<file path="config.mk">
export PLATFORM = sky130hd
export DESIGN_NAME = shutter_switch_lock_control
export DESIGN_NICKNAME = d
export VERILOG_FILES = /design/src/design/sslc_pkg.sv /design/src/design/shutter_switch_lock_control.sv
export SDC_FILE = /design/constraint.sdc
export NUM_CORES = 1
export LEC_CHECK = 0
export BUFFER_PORTS_ARGS = -buffer_cell sky130_fd_sc_hd__buf_2
export CAP_MARGIN = 20
export CORE_ASPECT_RATIO = 1.75
export CORE_MARGIN = 4
export CORE_UTILIZATION = 30
export DETAILED_ROUTE_END_ITERATION = 16
export GPL_TIMING_DRIVEN = 0
export PLACE_DENSITY_LB_ADDON = 0.25
export SETUP_SLACK_MARGIN = 0.02
export SKIP_CTS_REPAIR_TIMING = 1
export SYNTH_ARGS = -nofsm -noshare
export SYNTH_HDL_FRONTEND = slang
export SYNTH_SLANG_ARGS = --single-unit
</file>
<file path="constraint.sdc">
create_clock -name clk -period 9.3 [get_ports clk]
set_input_delay 0 -clock clk [delete_from_list [all_inputs] [get_ports clk]]
set_output_delay 0 -clock clk [all_outputs]
set_load 0.02 [all_outputs]
</file>
<file path="src/design/sslc_pkg.sv">
// ---------------------------------------------------------------------------
// sslc_pkg
// Codes and helpers shared by the shutter switch lock control.
// ---------------------------------------------------------------------------
package sslc_pkg;

  // switch positions
  localparam logic [1:0] POS_LOCKED  = 2'd0;
  localparam logic [1:0] POS_UP      = 2'd1;
  localparam logic [1:0] POS_DOWN    = 2'd2;
  localparam logic [1:0] POS_NEUTRAL = 2'd3;

  // shutter commands
  localparam logic [1:0] CMD_OFF  = 2'd0;
  localparam logic [1:0] CMD_UP   = 2'd1;
  localparam logic [1:0] CMD_DOWN = 2'd2;

  // item actions
  localparam logic ACT_CLEAR  = 1'b0;
  localparam logic ACT_SAMPLE = 1'b1;

  // configuration register indexes
  localparam logic REG_HOLD = 1'b0;
  localparam logic REG_RUN  = 1'b1;

  localparam logic [31:0] HOLD_RESET = 32'd2000;   // 2 s
  localparam logic [31:0] RUN_RESET  = 32'd60000;  // 60 s

  localparam logic [2:0] CODE_MASK = 3'h7;
  localparam logic [3:0] CHAN_MASK = 4'hf;

  // command byte: (cmd+1)<<4 | channel, bit 7 makes the byte even parity
  function automatic logic [7:0] frame_of(input logic [1:0] cmd, input logic [1:0] ch);
    logic [2:0] code;
    logic [6:0] low;
    code = (3'({1'b0, cmd}) + 3'd1) & CODE_MASK;
    low  = {code, 4'({2'b00, ch}) & CHAN_MASK};
    return {^low, low};
  endfunction

endpackage

</file>
<file path="src/design/shutter_switch_lock_control.sv">
// ---------------------------------------------------------------------------
// shutter_switch_lock_control
// Per-channel switch lock logic issuing shutter commands and lock beeps.
// ---------------------------------------------------------------------------
// Takes one item per clock cycle while the output is not stalled; a stalled
// output with an item held in stage 1 stalls the input. The result passes
// from the stage 1 register into the output register. The per-channel memory
// is read-modify-write: the entry is read at input transfer, the decision is
// made in stage 1 and written back as the item leaves it, and a write to the
// entry that the next item reads is forwarded to it. For a clear item the
// per-channel valid bits are dropped and the clear time is kept in one
// register, so an entry not written since reads as neutral stamped with that
// time. Exactly one result per item; results other than a command carry zero
// in the command fields.
module shutter_switch_lock_control
  import sslc_pkg::*;
#(
  parameter int CHANNELS  = 4,
  parameter int TIME_BITS = 32
) (
  input  logic        clk,
  input  logic        rst,
  // configuration
  input  logic        cfg_we,
  input  logic        cfg_index,
  input  logic [31:0] cfg_data,
  // input channel
  input  logic        in_valid,
  output logic        in_stall,
  input  logic        action,
  input  logic [1:0]  channel,
  input  logic [1:0]  switch_pos,
  input  logic [31:0] now_ms,
  // output channel
  output logic        out_valid,
  input  logic        out_stall,
  output logic        drive_valid,
  output logic [1:0]  drive_cmd,
  output logic [1:0]  drive_channel,
  output logic [7:0]  frame_byte,
  output logic        lock_beep
);

  localparam int AW = (CHANNELS > 1) ? $clog2(CHANNELS) : 1;
  localparam int CW = (TIME_BITS > 32) ? TIME_BITS : 32;   // compare width
  localparam int EW = 2 + TIME_BITS;                        // entry width

  typedef logic [TIME_BITS-1:0] stamp_t;

  // configuration registers
  logic [31:0] hold_delay_ms;
  logic [31:0] run_delay_ms;

  always_ff @(posedge clk) begin
    if (rst) begin
      hold_delay_ms <= HOLD_RESET;
      run_delay_ms  <= RUN_RESET;
    end else if (cfg_we) begin
      unique case (cfg_index)
        REG_HOLD: hold_delay_ms <= cfg_data;
        REG_RUN:  run_delay_ms  <= cfg_data;
        default:  ;
      endcase
    end
  end

  // ---- handshake -----------------------------------------------------------
  logic in_xfer;
  logic s1_valid;
  logic s1_go;      // stage 1 result moves into the output register
  logic out_free;

  assign out_free = !out_valid || !out_stall;
  assign s1_go    = s1_valid && out_free;
  assign in_stall = s1_valid && !out_free;
  assign in_xfer  = in_valid && !in_stall;

  // ---- stage 0 -> 1 --------------------------------------------------------
  logic [AW-1:0] in_addr;
  logic          in_range;
  assign in_addr  = AW'(channel);
  assign in_range = (32'(channel) < CHANNELS);

  logic          s1_action;
  logic [1:0]    s1_channel;
  logic [1:0]    s1_pos;
  stamp_t        s1_now;
  logic [AW-1:0] s1_addr;
  logic          s1_range;

  always_ff @(posedge clk) begin
    if (rst) begin
      s1_valid <= 1'b0;
    end else if (in_xfer) begin
      s1_valid <= 1'b1;
    end else if (s1_go) begin
      s1_valid <= 1'b0;
    end
  end

  always_ff @(posedge clk) begin
    if (in_xfer) begin
      s1_action  <= action;
      s1_channel <= channel;
      s1_pos     <= switch_pos;
      s1_now     <= TIME_BITS'(now_ms);
      s1_addr    <= in_addr;
      s1_range   <= in_range;
    end
  end

  // ---- channel memory: {position, last change time} ------------------------
  logic [EW-1:0] mem [CHANNELS];
  logic [EW-1:0] rd_q;
  logic          wr_en;
  logic [1:0]    wr_pos;
  logic [EW-1:0] wr_data;

  assign wr_data = {wr_pos, s1_now};

  always_ff @(posedge clk) begin
    if (wr_en) begin
      mem[s1_addr] <= wr_data;
    end
    if (in_xfer) begin
      rd_q <= mem[in_addr];
    end
  end

  // forwarding of a write that lands on the edge the next item reads
  logic          fwd_hit;
  logic [EW-1:0] fwd_data;

  always_ff @(posedge clk) begin
    if (rst) begin
      fwd_hit <= 1'b0;
    end else if (in_xfer) begin
      fwd_hit <= wr_en && (s1_addr == in_addr);
    end
  end

  always_ff @(posedge clk) begin
    if (in_xfer) begin
      fwd_data <= wr_data;
    end
  end

  // entry valid bits and the time of the last clear
  logic [CHANNELS-1:0] valid;
  stamp_t              clear_time;
  logic                clr_en;

  assign clr_en = s1_go && (s1_action == ACT_CLEAR);

  always_ff @(posedge clk) begin
    if (rst) begin
      valid      <= '0;
      clear_time <= '0;
    end else if (clr_en) begin
      valid      <= '0;
      clear_time <= s1_now;
    end else if (wr_en) begin
      valid[s1_addr] <= 1'b1;
    end
  end

  // ---- stage 1: decision ---------------------------------------------------
  logic [EW-1:0] raw_entry;
  logic [1:0]    old_pos;
  stamp_t        old_time;
  stamp_t        elapsed;
  logic [CW-1:0] el_ext;
  logic          over_hold;
  logic          under_run;
  logic          changed;
  logic          ignore;
  logic          beep;
  logic          issue;
  logic [1:0]    cmd;
  logic          sample_ok;

  assign raw_entry = fwd_hit ? fwd_data : rd_q;

  always_comb begin
    if (s1_range && valid[s1_addr]) begin
      old_pos  = raw_entry[EW-1 -: 2];
      old_time = raw_entry[TIME_BITS-1:0];
    end else begin
      old_pos  = POS_NEUTRAL;
      old_time = clear_time;
    end
  end

  assign elapsed   = s1_now - old_time;
  assign el_ext    = CW'(elapsed);
  assign over_hold = el_ext > CW'(hold_delay_ms);
  assign under_run = el_ext < CW'(run_delay_ms);
  assign sample_ok = (s1_action == ACT_SAMPLE) && s1_range;

  // lock rules while the run delay has not gone by
  assign ignore = under_run && over_hold && (s1_pos == POS_NEUTRAL);
  assign beep   = under_run && over_hold && (s1_pos != POS_NEUTRAL) && (s1_pos == old_pos);
  assign changed = (s1_pos != old_pos) && !ignore && !beep;

  always_comb begin
    issue  = 1'b0;
    cmd    = CMD_OFF;
    wr_pos = s1_pos;
    if (changed && (old_pos != POS_LOCKED)) begin
      if (over_hold) begin
        // held long: stop and fall back to neutral
        issue  = 1'b1;
        wr_pos = POS_NEUTRAL;
      end else begin
        unique case (s1_pos)
          POS_NEUTRAL: issue = 1'b1;
          POS_UP: begin
            issue = 1'b1;
            cmd   = CMD_UP;
          end
          POS_DOWN: begin
            issue = 1'b1;
            cmd   = CMD_DOWN;
          end
          default: ;   // locked reading within hold: stored only
        endcase
      end
    end
  end

  assign wr_en = s1_go && sample_ok && changed;

  // ---- output register -----------------------------------------------------
  always_ff @(posedge clk) begin
    if (rst) begin
      out_valid <= 1'b0;
    end else if (s1_go) begin
      out_valid <= 1'b1;
    end else if (!out_stall) begin
      out_valid <= 1'b0;
    end
  end

  always_ff @(posedge clk) begin
    if (s1_go) begin
      drive_valid   <= sample_ok && issue;
      drive_cmd     <= (sample_ok && issue) ? cmd : CMD_OFF;
      drive_channel <= (sample_ok && issue) ? s1_channel : 2'd0;
      frame_byte    <= (sample_ok && issue) ? frame_of(cmd, s1_channel) : 8'd0;
      lock_beep     <= sample_ok && beep;
    end
  end

  // ---- assertions ----------------------------------------------------------
  // a forwarded entry was written when its item entered stage 1, so it is valid
  a_fwd_valid: assert property (@(posedge clk) disable iff (rst)
    (s1_valid && fwd_hit && s1_range) |-> valid[s1_addr])
    else $error("forwarded entry has no valid bit");

  // a write-back marks its entry valid on the next edge
  a_wr_marks: assert property (@(posedge clk) disable iff (rst)
    wr_en |=> valid[$past(s1_addr)])
    else $error("written entry not marked valid");

  // a command and a beep never come from the same item
  a_excl: assert property (@(posedge clk) disable iff (rst)
    out_valid |-> !(drive_valid && lock_beep))
    else $error("command and beep in one result");

  // without a command the command fields stay zero
  a_zero: assert property (@(posedge clk) disable iff (rst)
    (out_valid && !drive_valid) |-> (frame_byte == 8'd0 && drive_cmd == CMD_OFF))
    else $error("command fields set without a command");

endmodule

</file>
==> results_dict.tcl <==
set metrics [dict create \
    status "finished clean" \
    r2r_start "s1_addr[0]" \
    synthFlopType "edfxtp_1" \
    antenna_found_initial 0 \
    place.gp.congestion 0.830 \
    cts_root_buf "clkbuf_16" \
    drc_errors 0 \
    rrSetupSlack_ps 1770 \
    critical_path_class "reg -> reg" \
    dp_hpwl_um 29900 \
    rows 111 \
    wl_per_cell_um 17.9 \
    clk_path_buf_depth 3 \
    grt_pass1_wl_um 60600 \
    ir_worst_vdd_mv 0.127 \
    setup_viol 0 \
    dp.cells 2103 \
    synthTopCellsByCount "251 x edfxtp_1, 237 x nand2_1, 129 x a21oi_1, 103 x dfxtp_1, 99 x ha_1" \
    syn_inst 1327 \
    drv_slew 0 \
    rsz0062_at_grt "false" \
    cp_slowest_stage_delay_ps 520 \
    drv_cap 0 \
    die_h_um 314 \
    cts_tree "yes" \
    placed_cell_area_um2 17500 \
    stdcell_area_um2 19600 \
    tightestPinTransition_ps 948 \
    dr_total_vias 10600 \
    relSlewSlack_pct 36.8 \
    first_pass_iters 5 \
    drive_gt1_share_pct 13.8 \
    drt-initial-drc-count 484 \
    synth_edf_count 251 \
    final_cells 2248 \
    timing.final.crit_share_pct 81.0 \
    synth.avg_cell_area_um2 12.1 \
    leakagePower_nw 7.09 \
    synth-seq-area-share_pct 59.9 \
    final_antenna_net_count 0 \
    die-area_um2 57300 \
    grt_usage_pct 13.8 \
    insertion_delay_ps 540 \
    required_ps 9580 \
    wl_um 40300 \
    crit_fanout 18 \
    area_growth_pct 22.2 \
    crit_end "mem[2][27]" \
    start_kind "flop" \
    hold_class "in -> reg" \
    fin_crit_ps 7530 \
    startpoint "s1_addr[0]" \
    power.density_nw_per_um2 200 \
    synth-seq-cells 354 \
    grt_max_degree 30 \
    ctsHtreeMaxLevel 2 \
    synthArstFlopShare_pct 0 \
    synth_cell_type_count 58 \
    grt-ovfl-total 0 \
    max_freq_mhz 133 \
    r2r_cells 25 \
    core_area_um2 52600 \
    nets 1715 \
    setup-tns-final_ps 0 \
    grt_pass1_vias 10700 \
    die_x_um 183 \
    hold_viol_final 0 \
    synthesis.area_um2 16000 \
    worst_setup_path_end_kind "flop" \
    synth_top_area_share_pct 47.0 \
    fin_worst_skew_ps 22.8 \
    cpMostUsedCell "a21o_1" \
    cts.reportedPaths.clkPinSlew_ps 60 \
    yosys-top-cells-area "edfxtp_1 47%, dfxtp_1 13%, ha_1 7.7%, nand2_1 5.6%, mux4_2 4.9%" \
    ys_warn_count 0 \
    cpMaxStageDelayCell "edfxtp_1" \
    synth.most_common_cell "edfxtp_1" \
    worstPathArrival_ps 7810 \
    pin_count 91 \
    cts-buffers-inserted 38 \
    worstReg2RegEnd "mem[2][27]" \
    start_util_pct 30.4 \
    routed_via_density 4.73 \
    port_buffers 88 \
    synth_top_area_cell "edfxtp_1" \
    cts_sinks 354 \
    n_antenna_cell 0 \
]
==> layout by cell type (no fill, tap or decap), types with 35 or more instances in the layout <==
master / Yosys / final
dlygate4sd3_1: 0 / 74
nor2_1: 45 / 45
a21oi_1: 129 / 129
buf_2: 1 / 89
o21ai_0: 49 / 49
dfxtp_1: 103 / 103
ha_1: 99 / 99
edfxtp_1: 251 / 251
inv_1: 75 / 75
clkbuf_16: 0 / 40
mux4_2: 35 / 35
nand2_1: 237 / 237
clkbuf_1: 40 / 43
==> registers in the layout (all words and copies together), names as in the netlist, 2 cells and up <==
signal         count
clear_time        32
s1_addr            2
mem              136
valid              4
fwd_data          34
rd_q              34
frame_byte         5
run_delay_ms      32
drive_cmd          2
s1_pos             2
hold_delay_ms     32
s1_now            32
==> power by group <==
part | total (mW) | leakage (nW) | switching, mW | internal (mW)
clock network | 1.61 | 0.651 | 0.645 | 0.967
logic | 0.520 | 3.25 | 0.301 | 0.219
registers | 1.79 | 3.18 | 0.0351 | 1.75
total | 3.92 | 7.09 | 0.981 | 2.94
==> metal layers <==
layer  track usage, %  wire (um)  share of wire (%)  up-vias
met4             7.08       2210                5.5        0
met5                0          0                  0        -
met3             2.25       1410                3.5      102
met2             26.8      22300                 55      195
met1             13.8      14400                 36     5109
li1                 -          -                  -     5226
==> critical path: cells and delay by family, from the launching register on <==
family	cells	cell delay, ps
buffers and inverters	3	1180
adders and majority gates	2	690
muxes	1	450
AOI/OAI and AO/OA	13	2650
xor gates and xnor gates	1	340
DFF	1	520
and+or+nand+nor	5	1410
==> through the flow <==
stage / power, mW / worst slack, ps / hold slack (ps) / util (%)
finish: 3.92 / 1770 / 162 / 37.2
global route: 4.10 / 1090 / 149 / 37.2
CTS: 3.96 / 1670 / -405 / 35.8
detailed placement: 2.32 / 1720 / 178 / 33.2
global placement: 2.31 / 407 / 179 / 32.9
floorplan: 2.15 / 3150 / 98.9 / -
==> worst min-delay path by stage <==
| stage | cells past startpoint | slack [ps] | start | endpoint |
|---|---|---|---|---|
| after floorplan | 0 | 100 | action | s1_action |
| after global placement | 1 | 180 | now_ms[26] | s1_now[26] |
| after detailed placement | 1 | 180 | now_ms[25] | s1_now[25] |
| after CTS | 1 | -410 | now_ms[26] | s1_now[26] |
| after global routing | 2 | 150 | now_ms[24] | s1_now[24] |
| final | 2 | 160 | now_ms[23] | s1_now[23] |
==> cells by family after synthesis <==
family                   Yosys count  share of synthesized area, %
AND/OR/NAND/NOR                  372                          10.1
flip-flops                       354                          59.9
AO/OA/AOI/OAI                    267                          10.1
buffers and inverters            131                          3.17
adder cells (fa/ha/maj)          100                          7.85
multiplexers                      69                          7.07
XOR/XNOR                          33                          1.80
other                              1                        0.0234
==> area by class of cell <==
cell class | count | area [um2]
plain buffers | 55 | 223
flip-flops and latches | 354 | 9600
fillers | 5072 | 33000
inverters | 76 | 285
clock inverters | 22 | 274
repair buffers | 171 | 1350
clock buffers | 48 | 1070
well taps | 678 | 848
multi-input cells | 844 | 5940
Note: power is estimated with default switching activity, not from simulation.
